--- config.mk ---
export PLATFORM = sky130hd
export DESIGN_NAME = finite_difference_derivative_flat
export DESIGN_NICKNAME = d
export VERILOG_FILES = /design/src/rtl/core/fdd_pkg.sv /design/src/rtl/core/fdd_if.sv /design/src/rtl/core/finite_difference_derivative.sv /design/src/flat_wrapper.sv
export SDC_FILE = /design/constraint.sdc
export NUM_CORES = 1
export LEC_CHECK = 0
export BUFFER_PORTS_ARGS = -buffer_cell sky130_fd_sc_hd__buf_2
export CORE_MARGIN = 2
export CORE_UTILIZATION = 50
export DETAILED_ROUTE_END_ITERATION = 7
export HOLD_SLACK_MARGIN = 0.15
export PLACE_DENSITY_LB_ADDON = 0.08
export SLEW_MARGIN = 10
export SYNTH_ARGS = -nofsm -noshare
export SYNTH_HDL_FRONTEND = slang
export SYNTH_SLANG_ARGS = --single-unit
--- constraint.sdc ---
create_clock -name clock -period 14.5 [get_ports clock]
set_input_delay 3.625 -clock clock [delete_from_list [all_inputs] [get_ports clock]]
set_output_delay 3.625 -clock clock [all_outputs]
set_load 0.1 [all_outputs]
--- src/rtl/core/fdd_pkg.sv ---
// Shared types and constants for the finite difference derivative block.
package fdd_pkg;

   localparam int DATA_WIDTH    = 32;
   localparam int FRACTION_BITS = 16;
   // difference of two data words, one bit wider
   localparam int DIFF_W        = DATA_WIDTH + 1;
   // scaled numerator magnitude, later the quotient
   localparam int NUM_W         = DIFF_W + FRACTION_BITS;
   // partial remainder after its left shift
   localparam int REM_W         = DIFF_W + 1;
   localparam int ITER_W        = $clog2(NUM_W);
   // quotient bits from the sign position upward
   localparam int HI_W          = NUM_W - DATA_WIDTH + 1;

   typedef logic signed [DATA_WIDTH-1:0] data_type;

   localparam data_type DATA_MAX = {1'b0, {(DATA_WIDTH-1){1'b1}}};
   localparam data_type DATA_MIN = {1'b1, {(DATA_WIDTH-1){1'b0}}};

   typedef enum logic [2:0] {
      ST_IDLE,
      ST_SETUP,
      ST_DIVIDE,
      ST_FINISH,
      ST_EMIT
   } state_type;

   typedef struct packed {
      data_type slope;
      logic     error;
      logic     saturated;
      logic     end_of_run;
   } result_type;

endpackage

--- src/rtl/core/fdd_if.sv ---
// Request and response stream interfaces of the finite difference derivative block.
interface fdd_req_if;
   logic              valid;
   logic              ready;
   fdd_pkg::data_type x_value;
   fdd_pkg::data_type f_value;
   logic              is_last;

   modport source (output valid, output x_value, output f_value, output is_last,
                   input ready);
   modport sink   (input valid, input x_value, input f_value, input is_last,
                   output ready);
endinterface

interface fdd_rsp_if;
   logic              valid;
   logic              ready;
   fdd_pkg::data_type slope;
   logic              error;
   logic              saturated;
   logic              end_of_run;

   modport source (output valid, output slope, output error, output saturated,
                   output end_of_run, input ready);
   modport sink   (input valid, input slope, input error, input saturated,
                   input end_of_run, output ready);
endinterface

--- src/rtl/core/finite_difference_derivative.sv ---
// Streaming first derivative of a tabulated function using one shared restoring divider.
// A chord request passes through setup, the restoring divide steps, saturation and the
// output load; a zero-width chord skips from setup to the output load, flagged as an error.
// A last point then adds a backward chord. Req ready is high only while idle, so a new point
// is taken only once the chords of the previous one are loaded, which waits on rsp ready.
// Reset (synchronous, active high) clears the sequencer, the point count and rsp valid.
module finite_difference_derivative (
   input  logic      clock,
   input  logic      reset,
   fdd_req_if.sink   req_if,
   fdd_rsp_if.source rsp_if
);

   fdd_pkg::state_type  state_ff, state_in;
   fdd_pkg::data_type   older_x_ff, older_x_in, older_f_ff, older_f_in;
   fdd_pkg::data_type   newer_x_ff, newer_x_in, newer_f_ff, newer_f_in;
   fdd_pkg::data_type   op0_x_ff, op0_x_in, op0_f_ff, op0_f_in;
   fdd_pkg::data_type   op1_x_ff, op1_x_in, op1_f_ff, op1_f_in;
   logic [1:0]          points_seen_ff, points_seen_in;
   logic                second_ff, second_in;
   logic                chord_end_ff, chord_end_in;
   logic                neg_ff, neg_in;
   logic [fdd_pkg::NUM_W-1:0]  num_ff, num_in;
   logic [fdd_pkg::DIFF_W-1:0] den_ff, den_in;
   logic [fdd_pkg::DIFF_W-1:0] rem_ff, rem_in;
   logic [fdd_pkg::ITER_W-1:0] count_ff, count_in;
   fdd_pkg::result_type res_ff, res_in;
   fdd_pkg::result_type rsp_ff, rsp_in;
   logic                rsp_valid_ff, rsp_valid_in;

   logic                       accept_w;
   logic                       out_free_w;
   logic [fdd_pkg::DIFF_W-1:0] dx_w, df_w, dx_mag_w, df_mag_w;
   logic [fdd_pkg::REM_W-1:0]  rem_sh_w, rem_sub_w;
   logic                       ge_w;
   logic [fdd_pkg::HI_W-1:0]   hi_w;
   logic                       over_w;
   fdd_pkg::data_type          mag_w;

   assign req_if.ready = (state_ff == fdd_pkg::ST_IDLE);
   assign accept_w     = req_if.valid && req_if.ready;
   assign out_free_w   = !rsp_valid_ff || rsp_if.ready;

   assign rsp_if.valid      = rsp_valid_ff;
   assign rsp_if.slope      = rsp_ff.slope;
   assign rsp_if.error      = rsp_ff.error;
   assign rsp_if.saturated  = rsp_ff.saturated;
   assign rsp_if.end_of_run = rsp_ff.end_of_run;

   // chord differences and magnitudes
   always_comb begin
      dx_w     = {op1_x_ff[fdd_pkg::DATA_WIDTH-1], op1_x_ff}
               - {op0_x_ff[fdd_pkg::DATA_WIDTH-1], op0_x_ff};
      df_w     = {op1_f_ff[fdd_pkg::DATA_WIDTH-1], op1_f_ff}
               - {op0_f_ff[fdd_pkg::DATA_WIDTH-1], op0_f_ff};
      dx_mag_w = dx_w[fdd_pkg::DIFF_W-1] ? (fdd_pkg::DIFF_W'(0) - dx_w) : dx_w;
      df_mag_w = df_w[fdd_pkg::DIFF_W-1] ? (fdd_pkg::DIFF_W'(0) - df_w) : df_w;
   end

   // one restoring divide step
   always_comb begin
      rem_sh_w  = {rem_ff, num_ff[fdd_pkg::NUM_W-1]};
      ge_w      = rem_sh_w >= {1'b0, den_ff};
      rem_sub_w = rem_sh_w - {1'b0, den_ff};
   end

   // saturate the finished quotient
   always_comb begin
      hi_w   = num_ff[fdd_pkg::NUM_W-1:fdd_pkg::DATA_WIDTH-1];
      over_w = neg_ff
             ? ((hi_w != '0) && !((hi_w == fdd_pkg::HI_W'(1)) &&
                                  (num_ff[fdd_pkg::DATA_WIDTH-2:0] == '0)))
             : (hi_w != '0);
      mag_w  = num_ff[fdd_pkg::DATA_WIDTH-1:0];
   end

   // next state
   always_comb begin
      state_in = state_ff;
      case (state_ff)
         fdd_pkg::ST_IDLE: begin
            if (accept_w) begin
               if (points_seen_ff == 2'd0) begin
                  state_in = req_if.is_last ? fdd_pkg::ST_EMIT : fdd_pkg::ST_IDLE;
               end else begin
                  state_in = fdd_pkg::ST_SETUP;
               end
            end
         end
         fdd_pkg::ST_SETUP: begin
            state_in = (dx_mag_w == '0) ? fdd_pkg::ST_EMIT : fdd_pkg::ST_DIVIDE;
         end
         fdd_pkg::ST_DIVIDE: begin
            if (count_ff == '0) begin
               state_in = fdd_pkg::ST_FINISH;
            end
         end
         fdd_pkg::ST_FINISH: begin
            state_in = fdd_pkg::ST_EMIT;
         end
         fdd_pkg::ST_EMIT: begin
            if (out_free_w) begin
               state_in = second_ff ? fdd_pkg::ST_SETUP : fdd_pkg::ST_IDLE;
            end
         end
         default: begin
            state_in = fdd_pkg::ST_IDLE;
         end
      endcase
   end

   // datapath and outputs
   always_comb begin
      older_x_in     = older_x_ff;
      older_f_in     = older_f_ff;
      newer_x_in     = newer_x_ff;
      newer_f_in     = newer_f_ff;
      op0_x_in       = op0_x_ff;
      op0_f_in       = op0_f_ff;
      op1_x_in       = op1_x_ff;
      op1_f_in       = op1_f_ff;
      points_seen_in = points_seen_ff;
      second_in      = second_ff;
      chord_end_in   = chord_end_ff;
      neg_in         = neg_ff;
      num_in         = num_ff;
      den_in         = den_ff;
      rem_in         = rem_ff;
      count_in       = count_ff;
      res_in         = res_ff;
      rsp_in         = rsp_ff;
      rsp_valid_in   = rsp_valid_ff && !rsp_if.ready;

      case (state_ff)
         fdd_pkg::ST_IDLE: begin
            if (accept_w) begin
               if (points_seen_ff == 2'd0) begin
                  if (req_if.is_last) begin
                     // run of one point
                     res_in    = '{slope: '0, error: 1'b1, saturated: 1'b0,
                                   end_of_run: 1'b1};
                     second_in = 1'b0;
                  end else begin
                     newer_x_in     = req_if.x_value;
                     newer_f_in     = req_if.f_value;
                     points_seen_in = 2'd1;
                  end
               end else begin
                  // forward difference for the second point, central after that
                  op0_x_in       = (points_seen_ff == 2'd1) ? newer_x_ff : older_x_ff;
                  op0_f_in       = (points_seen_ff == 2'd1) ? newer_f_ff : older_f_ff;
                  op1_x_in       = req_if.x_value;
                  op1_f_in       = req_if.f_value;
                  older_x_in     = newer_x_ff;
                  older_f_in     = newer_f_ff;
                  newer_x_in     = req_if.x_value;
                  newer_f_in     = req_if.f_value;
                  points_seen_in = req_if.is_last ? 2'd0 : 2'd2;
                  second_in      = req_if.is_last;
                  chord_end_in   = 1'b0;
               end
            end
         end
         fdd_pkg::ST_SETUP: begin
            if (dx_mag_w == '0) begin
               res_in = '{slope: '0, error: 1'b1, saturated: 1'b0,
                          end_of_run: chord_end_ff};
            end else begin
               num_in   = fdd_pkg::NUM_W'(df_mag_w) << fdd_pkg::FRACTION_BITS;
               den_in   = dx_mag_w;
               rem_in   = '0;
               count_in = fdd_pkg::ITER_W'(fdd_pkg::NUM_W - 1);
               neg_in   = dx_w[fdd_pkg::DIFF_W-1] ^ df_w[fdd_pkg::DIFF_W-1];
            end
         end
         fdd_pkg::ST_DIVIDE: begin
            // shift quotient bits in where numerator bits leave
            rem_in   = ge_w ? rem_sub_w[fdd_pkg::DIFF_W-1:0]
                            : rem_sh_w[fdd_pkg::DIFF_W-1:0];
            num_in   = {num_ff[fdd_pkg::NUM_W-2:0], ge_w};
            count_in = count_ff - 1'b1;
         end
         fdd_pkg::ST_FINISH: begin
            res_in.error      = 1'b0;
            res_in.saturated  = over_w;
            res_in.end_of_run = chord_end_ff;
            if (over_w) begin
               res_in.slope = neg_ff ? fdd_pkg::DATA_MIN : fdd_pkg::DATA_MAX;
            end else begin
               res_in.slope = neg_ff ? (fdd_pkg::data_type'(0) - mag_w) : mag_w;
            end
         end
         fdd_pkg::ST_EMIT: begin
            if (out_free_w) begin
               rsp_in       = res_ff;
               rsp_valid_in = 1'b1;
               if (second_ff) begin
                  // backward difference over the last two points
                  op0_x_in     = older_x_ff;
                  op0_f_in     = older_f_ff;
                  op1_x_in     = newer_x_ff;
                  op1_f_in     = newer_f_ff;
                  second_in    = 1'b0;
                  chord_end_in = 1'b1;
               end
            end
         end
         default: begin
            rsp_valid_in = rsp_valid_ff && !rsp_if.ready;
         end
      endcase
   end

   always_ff @(posedge clock) begin
      if (reset) begin
         state_ff       <= fdd_pkg::ST_IDLE;
         points_seen_ff <= 2'd0;
         second_ff      <= 1'b0;
         rsp_valid_ff   <= 1'b0;
         older_x_ff     <= '0;
         older_f_ff     <= '0;
         newer_x_ff     <= '0;
         newer_f_ff     <= '0;
      end else begin
         state_ff       <= state_in;
         points_seen_ff <= points_seen_in;
         second_ff      <= second_in;
         rsp_valid_ff   <= rsp_valid_in;
         older_x_ff     <= older_x_in;
         older_f_ff     <= older_f_in;
         newer_x_ff     <= newer_x_in;
         newer_f_ff     <= newer_f_in;
      end
   end

   always_ff @(posedge clock) begin
      op0_x_ff     <= op0_x_in;
      op0_f_ff     <= op0_f_in;
      op1_x_ff     <= op1_x_in;
      op1_f_ff     <= op1_f_in;
      chord_end_ff <= chord_end_in;
      neg_ff       <= neg_in;
      num_ff       <= num_in;
      den_ff       <= den_in;
      rem_ff       <= rem_in;
      count_ff     <= count_in;
      res_ff       <= res_in;
      rsp_ff       <= rsp_in;
   end

   a_err_zero_slope: assert property (@(posedge clock) disable iff (reset)
      rsp_if.valid && rsp_if.error |-> (rsp_if.slope == '0) && !rsp_if.saturated)
      else $error("error response with nonzero slope or saturation");

   a_den_nonzero: assert property (@(posedge clock) disable iff (reset)
      state_ff == fdd_pkg::ST_DIVIDE |-> den_ff != '0)
      else $error("divide running with zero divisor");

   a_points_range: assert property (@(posedge clock) disable iff (reset)
      points_seen_ff != 2'd3)
      else $error("point count out of range");

   a_second_run_closed: assert property (@(posedge clock) disable iff (reset)
      second_ff |-> points_seen_ff == 2'd0)
      else $error("pending backward difference while run still open");

endmodule

--- src/flat_wrapper.sv ---
// flat-port wrapper written by rule: the top's interface ports become plain ports
module finite_difference_derivative_flat 
  (clock, reset, req_if_valid, req_if_x_value, req_if_f_value, req_if_is_last, req_if_ready, rsp_if_valid, rsp_if_slope, rsp_if_error, rsp_if_saturated, rsp_if_end_of_run, rsp_if_ready);
  fdd_req_if req_if_i ();
  fdd_rsp_if rsp_if_i ();
  input  logic clock;
  input  logic reset;
  input wire logic [$bits(req_if_i.valid)-1:0] req_if_valid;
  input wire logic [$bits(req_if_i.x_value)-1:0] req_if_x_value;
  input wire logic [$bits(req_if_i.f_value)-1:0] req_if_f_value;
  input wire logic [$bits(req_if_i.is_last)-1:0] req_if_is_last;
  output wire logic [$bits(req_if_i.ready)-1:0] req_if_ready;
  output wire logic [$bits(rsp_if_i.valid)-1:0] rsp_if_valid;
  output wire logic [$bits(rsp_if_i.slope)-1:0] rsp_if_slope;
  output wire logic [$bits(rsp_if_i.error)-1:0] rsp_if_error;
  output wire logic [$bits(rsp_if_i.saturated)-1:0] rsp_if_saturated;
  output wire logic [$bits(rsp_if_i.end_of_run)-1:0] rsp_if_end_of_run;
  input wire logic [$bits(rsp_if_i.ready)-1:0] rsp_if_ready;
  assign req_if_i.valid = req_if_valid;
  assign req_if_i.x_value = req_if_x_value;
  assign req_if_i.f_value = req_if_f_value;
  assign req_if_i.is_last = req_if_is_last;
  assign req_if_ready = req_if_i.ready;
  assign rsp_if_valid = rsp_if_i.valid;
  assign rsp_if_slope = rsp_if_i.slope;
  assign rsp_if_error = rsp_if_i.error;
  assign rsp_if_saturated = rsp_if_i.saturated;
  assign rsp_if_end_of_run = rsp_if_i.end_of_run;
  assign rsp_if_i.ready = rsp_if_ready;
  finite_difference_derivative u_core (.clock(clock), .reset(reset), .req_if(req_if_i), .rsp_if(rsp_if_i));
endmodule
==> results.ini, run 1 <==
[run_status]
outcome=finished, final reports clean

[synth]
syn_area_per_cell_sq_um=9.27
synthTopCellsByArea=edfxtp_1, dfxtp_1, nand2_1
yosys.area.top_type=edfxtp_1
synth.distinct_cells=111
syn-instance-count=2877
synth_top_area_share_pct=36.2
synth-main-ff-cell=edfxtp_1
ys_ff_latch=456
yosys_warnings=0
syn_nets=3051
syn_area_sq_mm=0.0267
synth_edf_count=321
synth_seq_area_share_pct=46.3
async_flop_share_pct=0

[clock_tree]
hold_buffers=0
cts-resized-gates=0
cts_root_buf=clkbuf_16
numCtsBuffers=50
max-clock-path-buffers=3
cts_setup_buffers=0
path_clk_slew_ns=0.06
cts_tree=yes
cts_max_level=2
clkLatencyLatePin_ns=0.60
cts_sinks=456

[die]
rows=84
die-area_sq_mm=0.0552
ioPinCount=106
die_x_microns=235
start_util_pct=50.6
die_height_microns=235
core-area_sq_mm=0.0527

[detailed_routing]
postRouteWirelength_microns=62300
drt-pass1-iter-count=7
postRouteAntennaNets=0
drt_iter0_drc=1406
via_count=20505
wl_per_cell_microns=17.1
drcViolationCount=0
drt-vias-per-instance=5.63

[final_layout]
nets=3085
fillers=4712
fin_util_pct=55.8
drive_gt1_share_pct=11.7
area_growth_syn_to_layout_pct=10.2

[setup_path]
crit_arrival_ns=6.72
r2r-start=u_core.op1_x_ff[0]$_DFFE_PP_
path_class=input port to flop
reg2reg_slack_ns=8.05
cp_max_fo=66
reg2reg_to=u_core.num_ff[24]$_DFFE_PP_
cp-end-kind=flop
cp.required_ns=14.73
r2r_cells=18
startpoint_type=input port

[sta]
maxSlewHeadroom_pct=20.0
holdWs_ns=0.413
rsz0062_at_grt=false
tightest_slew_ns=1.20
period_share_pct=44.8
fin_skew_ns=0.0158
finalSetupViolCount=0
max_freq_ghz=0.154
tns_ns=0
drv_slew=0
fin_crit_ns=6.49
finalHoldViolCount=0

[power_and_ir_drop]
leakage_nw=11.5
p_per_area_mw_per_mm2=136
finalPower_w=0.00399
ir_drop_uv=81.6

[placement]
gp_congestion=0.862
dp_hpwl_microns=42400
port-buffer-count=105

[worst_hold_path]
hold_depth=0
hp-class=flop to flop
hold_end=u_core.rsp_if.slope[8]$_DFFE_PP_
hp-start=u_core.res_ff[11]$_DFFE_PP_

[grt]
grt_pass1_wl_microns=101000
grt_max_degree=93
antenna_found_initial=2
grt_pass1_vias=19168
grt_overflow_total=0
grtUsageTotal_pct=22.2

[flow_run]
maxCapViolCount=0

-- synth_stat cells, types with 6 or more instances --
cell and n:
nand2b_1 18, ha_1 102, a21o_1 55, or3_1 19
buf_1 7, a221oi_1 7, buf_4 6, xor2_1 48
o21bai_1 8, nor2b_1 35, xnor2_1 86, nor3b_1 21
o21ai_0 70, buf_6 9, inv_1 143, a21boi_0 8
clkbuf_1 106, o22a_1 29, nand4b_1 7, nand3b_1 6
edfxtp_1 321, and3_1 23, a211oi_1 20, or2_2 7
and2_1 14, a21oi_1 286, o21a_1 15, a211o_1 7
nand4_1 22, nand3_1 58, o31ai_1 11, nand2_1 564
o21ai_1 6, buf_2 12, dfxtp_1 135, nor3_1 57
mux2_2 66, nor2_1 229, mux2i_1 39, nor4_1 19
o211ai_1 12, a31oi_1 23
-- cell type report --
type,count,area (sq um),area share [%]
diodes,1,2.50,0.00851
clock buffers,65,1410,4.80
clock inverters,29,339,1.15
inverters,144,541,1.84
multi-input cells,2135,13200,45.0
flip-flops and latches,456,12300,42.0
well taps,688,861,2.93
repair buffers,124,671,2.28
-- cell usage in the layout (no fill, tap or decap), types with 66 or more instances in the layout --
| cell | n |
|---|---|
| edfxtp_1 | 321 |
| ha_1 | 102 |
| dfxtp_1 | 135 |
| xnor2_1 | 86 |
| nand2_1 | 560 |
| o21ai_0 | 70 |
| mux2_2 | 66 |
| buf_2 | 104 |
| inv_1 | 142 |
| nor2_1 | 227 |
| a21oi_1 | 283 |
-- sequential cells by signal, indices dropped and copies added, names as in the netlist, 33 cells and up --
signal and count:
u_core.num_ff 49, u_core.res_ff 35, u_core.den_ff 33, u_core.rem_ff 33
-- worst max-delay path, cell delays in order --
cell,delay (ns)
buf_2,0.07
and2b_1,0.27
nor2_4,0.80
a21oi_1,0.25
a21oi_4,0.15
buf_4,0.69
buf_4,0.74
-- worst max-delay path by stage --
| stage | from | end | slack [ns] |
|---|---|---|---|
| after global routing | rsp_if_ready | u_core.op1_x_ff[5]$_DFFE_PP_ | 7.73 |
| final | rsp_if_ready | u_core.op0_x_ff[3]$_DFFE_PP_ | 8.01 |
| after global placement | rsp_if_ready | u_core.op0_x_ff[3]$_DFFE_PP_ | 7.38 |
| after CTS | rsp_if_ready | u_core.op1_x_ff[9]$_DFFE_PP_ | 7.97 |
| after floorplan | rsp_if_ready | u_core.chord_end_ff$_DFFE_PP_ | 1.98 |
| after detailed placement | rsp_if_ready | u_core.op0_x_ff[3]$_DFFE_PP_ | 7.32 |
-- routing by layer --
layer	global-route usage (%)	share of wire, %	vias to the layer above
met5	0	0.013	-
met4	7.52	2.9	2
met3	3.48	5.5	87
met2	32.1	41	510
met1	33.7	51	9623
li1	-	-	10283
-- where the power goes --
| part | leakage [nW] | switching, W | internal, W |
|---|---|---|---|
| sequential | 4.03 | 0.0000469 | 0.00154 |
| clock | 0.842 | 0.000537 | 0.000783 |
| combinational | 6.61 | 0.000699 | 0.000382 |
-- cells by family (layout without fill, tap and decap cells) --
group | after synthesis | in the layout | share of synthesized area [%]
buffers and inverters | 286 | 362 | 4.50
adder cells (fa/ha/maj) | 105 | 105 | 5.01
multiplexers | 105 | 105 | 4.25
AO/OA/AOI/OAI | 638 | 638 | 15.4
AND/OR/NAND/NOR | 1148 | 1148 | 19.8
other | 0 | 1 | 0
XOR/XNOR | 139 | 139 | 4.79
flip-flops | 456 | 456 | 46.3
-- metrics by stage --
stage                     setup WS, ns  cells  instance area [sq um]
after detailed placement          7.32   3547                  27600
after floorplan                   1.98   2877                  26700
after CTS                         7.97   3641                  29400
after global placement            7.38   3547                  27600
after global routing              7.73   3642                  29400
final                             8.01   3642                  29400
(Power assumes the default switching activity.)
==> run 2, diff against run 1 <==
==> constraint.sdc (replaced) <==
create_clock -name clock -period 6.7 [get_ports clock]
set_input_delay 1.675 -clock clock [delete_from_list [all_inputs] [get_ports clock]]
set_output_delay 1.675 -clock clock [all_outputs]
set_load 0.1 [all_outputs]
==> run 2 against run 1 <==
Sequential share of layout area is essentially flat. Hold slack is essentially flat. Critical endpoint is now u_core.res_ff[17]$_DFFE_PP_. Flip-flop and latch count is the same. Setup slack lost 7.4 ns. Register-to-register slack lost 7.4 ns. Global-route usage grew 0.38 points.
==> results.ini, run 2 (same netlist as run 1, synthesis figures left out) <==
[clock_tree]
clkLatencyLatePin_ns=0.59  ; about the same
max-clock-path-buffers=3  ; unchanged
cts_max_level=2  ; unchanged
path_clk_slew_ns=0.05  ; about the same
numCtsBuffers=51  ; +2.0%
cts_sinks=456  ; unchanged
cts-resized-gates=0  ; unchanged
cts_tree=yes
hold_buffers=0  ; unchanged
cts_root_buf=clkbuf_16
cts_setup_buffers=0  ; unchanged

[final_layout]
nets=3093  ; +0.26%
area_growth_syn_to_layout_pct=10.1
regMostFlops=u_core.num_ff
final_cell_mix=nand2_1, edfxtp_1, a21oi_1
largest_reg_flops=49  ; unchanged
multi_input_comb_area_sq_mm=0.0132  ; about the same
final_common_cell=nand2_1
top_regs=u_core.num_ff (49), u_core.res_ff (35)
design_area_sq_mm=0.0294  ; -0.10%
fillers=4646  ; -1.4%
diodes=0  ; -1
drive_gt1_share_pct=11.6  ; -0.035 points
seq_area_sq_mm=0.0123  ; unchanged

[worst_hold_path]
hold_end=u_core.rsp_if.slope[15]$_DFFE_PP_
hp-class=flop to flop
hp-start=u_core.res_ff[18]$_DFFE_PP_
hold_depth=0  ; unchanged

[power_and_ir_drop]
leakage_nw=11.5  ; about the same
p_per_area_mw_per_mm2=291  ; +110%
finalPower_w=0.00855  ; +110%
ir_drop_uv=179  ; +120%

[setup_path]
r2r-start=u_core.op1_x_ff[0]$_DFFE_PP_
reg2reg_to=u_core.res_ff[17]$_DFFE_PP_
r2r_cells=18  ; unchanged
crit_arrival_ns=6.29  ; -0.43 ns
cp.required_ns=6.93  ; -7.80 ns
startpoint=u_core.op1_x_ff[0]$_DFFE_PP_
startpoint_type=flop
cp-end-kind=flop
reg2reg_slack_ns=0.63  ; -7.42 ns
path_class=flop to flop
cp_max_fo=35  ; -47%

[die]
die-area_sq_mm=0.0552  ; unchanged
rows=84  ; unchanged
ioPinCount=106  ; unchanged
start_util_pct=50.6  ; unchanged
die_height_microns=235  ; unchanged
core-area_sq_mm=0.0527  ; unchanged
die_x_microns=235  ; unchanged

[grt]
grt_max_degree=93  ; unchanged
grt_pass1_vias=19397  ; +1.2%
grtUsageTotal_pct=22.6  ; +0.38 points
antenna_found_initial=1  ; -1
grt_overflow_total=0  ; unchanged
grt_pass1_wl_microns=103000  ; +1.8%

[sta]
tightest_slew_ns=1.16  ; -0.0364 ns
fin_crit_ns=6.07
rsz0062_at_grt=false
period_share_pct=90.6
drv_slew=0  ; unchanged
tns_ns=0  ; unchanged
max_freq_ghz=0.165
maxSlewHeadroom_pct=22.3  ; +2.3 points
finalSetupViolCount=0  ; unchanged
finalHoldViolCount=0  ; unchanged
fin_skew_ns=0.0241  ; +0.00824 ns

[placement]
dp_hpwl_microns=43100  ; +1.6%
gp_congestion=0.892  ; +3.5%
placed_area_sq_mm=0.0277  ; +0.26%
port-buffer-count=105  ; unchanged

[detailed_routing]
drt-vias-per-instance=5.73  ; +1.7%
postRouteAntennaNets=0  ; unchanged
drcViolationCount=0  ; unchanged
drt_iter0_drc=1620  ; +15%
postRouteWirelength_microns=63600  ; +2.1%
via_count=20907  ; +2.0%
wl_per_cell_microns=17.4  ; +1.9%
drt-pass1-iter-count=6  ; -1

[flow_run]
maxCapViolCount=0  ; unchanged

[run_status]
outcome=finished, final reports clean

-- run 2: how the worst max path moves through the flow --
stage | slack [ns] | endpoint
6_report | 0.63 | u_core.res_ff[17]$_DFFE_PP_
3_3_place_gp | 0.80 | u_core.res_ff[28]$_DFFE_PP_
2_1_floorplan | -2.84 | u_core.chord_end_ff$_DFFE_PP_
3_5_place_dp | 0.68 | u_core.res_ff[28]$_DFFE_PP_
4_1_cts | 0.67 | u_core.res_ff[17]$_DFFE_PP_
5_1_grt | 0.39 | u_core.res_ff[20]$_DFFE_PP_
-- run 2: metrics by stage --
| stage | cells | utilization, % | setup WS, ns | hold WS, ns |
|---|---|---|---|---|
| after global routing | 3650 | 55.8 | 0.387 | 0.427 |
| after detailed placement | 3554 | 52.6 | 0.684 | 0.405 |
| after global placement | 3554 | 52.6 | 0.797 | 0.405 |
| final | 3650 | 55.8 | 0.633 | 0.413 |
| after floorplan | 2877 | - | -2.84 | 0.400 |
| after CTS | 3650 | 55.8 | 0.669 | 0.414 |
-- run 2: layout make-up --
cell class,count,area share (%)
multi-input combinational,2135,45.1
sequential,456,42.0
clock buffer,80,5.03
tap,688,2.93
timing repair buffer,131,2.51
inverter,144,1.84
clock inverter,16,0.588
-- run 2: metal layers --
metal	GRT usage [%]	part of all wire [%]
met1	34.2	50
met2	33.7	42
met3	3.43	5.7
met4	5.79	2.1
met5	0	0.028
-- run 2: report_power, final --
group	leakage [nW]	switching (W)	internal, W
registers	4.03	0.000104	0.00333
logic	6.65	0.00154	0.000836
clock network	0.799	0.00112	0.00163
total	11.5	0.00276	0.00579
-- run 2: critical path, stage by stage, from the launching register on --
cell	delay, ns
edfxtp_1	0.35
inv_1	0.06
ha_1	0.16
inv_1	0.05
fa_2	0.37
a211o_1	0.32
a2111oi_4	0.54
o31a_1	0.26
o21ai_1	0.15
a21oi_1	0.27
xnor2_2	0.22
nand4_4	0.17
nor3b_4	0.55
nand4_1	0.21
a311o_1	0.39
or4_4	0.49
or4b_4	0.56
o22ai_4	0.11
buf_4	0.42
==> run 3, diff against run 2 <==
--- a/config.mk
+++ b/config.mk
@@ -6,6 +6,7 @@
 export NUM_CORES = 1
 export LEC_CHECK = 0
 export BUFFER_PORTS_ARGS = -buffer_cell sky130_fd_sc_hd__buf_2
+export CORE_ASPECT_RATIO = 0.8
 export CORE_MARGIN = 2
 export CORE_UTILIZATION = 50
 export DETAILED_ROUTE_END_ITERATION = 7
==> constraint.sdc (replaced) <==
create_clock -name clock -period 6.7 [get_ports clock]
set_input_delay 0.67 -clock clock [delete_from_list [all_inputs] [get_ports clock]]
set_output_delay 0.67 -clock clock [all_outputs]
set_load 0.1 [all_outputs]
==> run 3 against run 2 <==
Sequential power is essentially flat. Highest routed layer is now met4. First-iteration DRC count up 11%. Clock-buffer cell count shrank 19. Setup slack worse by 0.0069 ns. Die area hardly changed. Largest cell class unchanged. Combinational power is 3% higher. Non-clock buffer count down 3.
==> results.ini, run 3 (same netlist as run 1, synthesis figures left out) <==
[run_status]
outcome=finished, final reports clean

[sta]
fin_skew_ns=0.0202  ; -0.00390 ns
finalSetupViolCount=0  ; unchanged
period_share_pct=90.7  ; +0.10 points
rsz0062_at_grt=false
tns_ns=0  ; unchanged
fin_crit_ns=6.07  ; +0.00689 ns
maxSlewHeadroom_pct=9.00  ; -13 points
tightest_slew_ns=1.36  ; +0.196 ns
drv_slew=0  ; unchanged
finalHoldViolCount=0  ; unchanged
max_freq_ghz=0.165  ; -0.11%

[clock_tree]
hold_buffers=0  ; unchanged
numCtsBuffers=48  ; -5.9%
cts-resized-gates=0  ; unchanged
path_clk_slew_ns=0.06  ; about the same
cts_root_buf=clkbuf_16
cts_max_level=2  ; unchanged
cts_tree=yes
clkLatencyLatePin_ns=0.60  ; about the same
cts_setup_buffers=0  ; unchanged
max-clock-path-buffers=3  ; unchanged
cts_sinks=456  ; unchanged

[grt]
grt_pass1_wl_microns=107000  ; +3.5%
grtUsageTotal_pct=24.3  ; +1.7 points
use_met1_pct=39.4  ; +5.2 points
grt_overflow_total=0  ; unchanged
grt_pass1_vias=19287  ; -0.57%
gr-usage-met3_pct=4.14  ; +0.71 points
grt_max_degree=105  ; +13%
antenna_found_initial=2  ; +1
grtUsageMet2_pct=33.0  ; -0.71 points
busiest_layer=met1

[final_layout]
top_regs=u_core.num_ff (49), u_core.res_ff (35)
final_common_cell=nand2_1
area_growth_syn_to_layout_pct=10.1  ; about the same
final_cells=3648  ; -0.055%
fin_util_pct=55.9  ; +0.093 points
design_area_sq_mm=0.0294  ; about the same
regMostFlops=u_core.num_ff
final_cell_mix=nand2_1, edfxtp_1, a21oi_1
nets=3087  ; -0.19%
drive_gt1_share_pct=11.9  ; +0.20 points
largest_reg_flops=49  ; unchanged
fillers=4742  ; +2.1%

[placement]
gp_congestion=0.905  ; +1.5%
place_inst=3556  ; +0.056%
dp_hpwl_microns=45400  ; +5.4%
placed_area_sq_mm=0.0277  ; about the same
port-buffer-count=105  ; unchanged

[flow_run]
maxCapViolCount=0  ; unchanged

[detailed_routing]
postRouteAntennaNets=0  ; unchanged
via_count=20848  ; -0.28%
wl_per_cell_microns=18.4  ; +5.8%
drcViolationCount=0  ; unchanged
drt_iter0_drc=1806  ; +11%
drt-pass1-iter-count=5  ; -1
postRouteWirelength_microns=67300  ; +5.8%
drt-vias-per-instance=5.71  ; -0.23%

[setup_path]
cp_max_fo=88  ; +150%
cp.required_ns=6.89  ; -0.04 ns
r2r_cells=19  ; +1
path_class=flop to flop
startpoint=u_core.op1_x_ff[0]$_DFFE_PP_
cp-end-kind=flop
startpoint_type=flop
crit_arrival_ns=6.27  ; -0.02 ns
reg2reg_slack_ns=0.63  ; about the same
r2r-start=u_core.op1_x_ff[0]$_DFFE_PP_

[die]
die-area_sq_mm=0.0552  ; about the same
ioPinCount=106  ; unchanged
die_height_microns=211  ; -10%
die_x_microns=262  ; +12%
start_util_pct=50.7  ; +0.10 points
core-area_sq_mm=0.0526  ; -0.20%
rows=75  ; -11%

[worst_hold_path]
hold_depth=3  ; +3
hp-start=req_if_x_value[4]
hp-class=input port to flop

[power_and_ir_drop]
ir_drop_uv=200  ; +11%
p_per_area_mw_per_mm2=294  ; +0.99%
leakage_nw=11.5  ; about the same

-- run 3: cell types whose count changed in the layout (fill, tap and decap cells not counted), sizes merged --
cell / previous run / this run
clkbuf: 80 / 61
diode: 0 / 2
clkinvlp: 2 / 4
buf: 131 / 128
clkinv: 7 / 15
inv: 148 / 151
-- run 3: cell type report --
cell class              count  area, sq um  share of cell area (%)
inverters                 144          541                    1.84
clock buffers              61         1340                    4.57
repair buffers            128          738                    2.52
flip-flops and latches    456        12300                    42.0
well taps                 693          867                    2.95
multi-input cells        2135        13200                    45.1
diodes                      2         5.00                  0.0171
clock inverters            29          277                   0.942
-- run 3: routing by layer --
layer / share of wire (%) / vias to the layer above
met5: 0 / -
met4: 1.9 / 0
met3: 6.5 / 66
met2: 39 / 584
met1: 53 / 9908
li1: - / 10290
-- run 3: path summary, 6_finish.rpt --
path / to
worst max-delay path: u_core.num_ff[38]$_DFFE_PP_
worst min-delay path: u_core.newer_x_ff[4]$_SDFFE_PP0P_
worst max register to register: u_core.num_ff[38]$_DFFE_PP_
worst min register to register: u_core.rsp_if.slope[28]$_DFFE_PP_
-- run 3: critical path, cell delays in order (launching register included) --
cell	delay [ns]
edfxtp_1	0.36
inv_1	0.07
ha_1	0.16
inv_1	0.06
fa_2	0.37
a211o_1	0.32
a2111oi_4	0.48
o31a_1	0.26
o21ai_1	0.16
a21oi_1	0.30
xnor2_2	0.23
nand4_4	0.18
nor3b_4	0.55
nand4_1	0.20
a311o_1	0.38
or4_4	0.50
nor4b_1	0.32
buf_4	0.20
a22oi_2	0.05
buf_4	0.46
-- run 3: power breakdown --
group / switching (W) / total, W / internal [W]
combinational: 0.00162 / 0.00246 / 0.000842
clock: 0.00119 / 0.00275 / 0.00156
sequential: 0.000102 / 0.00343 / 0.00333
total: 0.00291 / 0.00863 / 0.00572
-- run 3: through the flow --
stage | power, W | worst slack [ns] | hold slack (ns)
after floorplan | 0.00527 | 0.00257 | 0.400
after global routing | 0.00907 | 0.235 | 0.313
after CTS | 0.00867 | 0.616 | 0.280
final | 0.00863 | 0.626 | 0.318
after global placement | 0.00588 | 0.758 | 0.405
after detailed placement | 0.00591 | 0.644 | 0.405
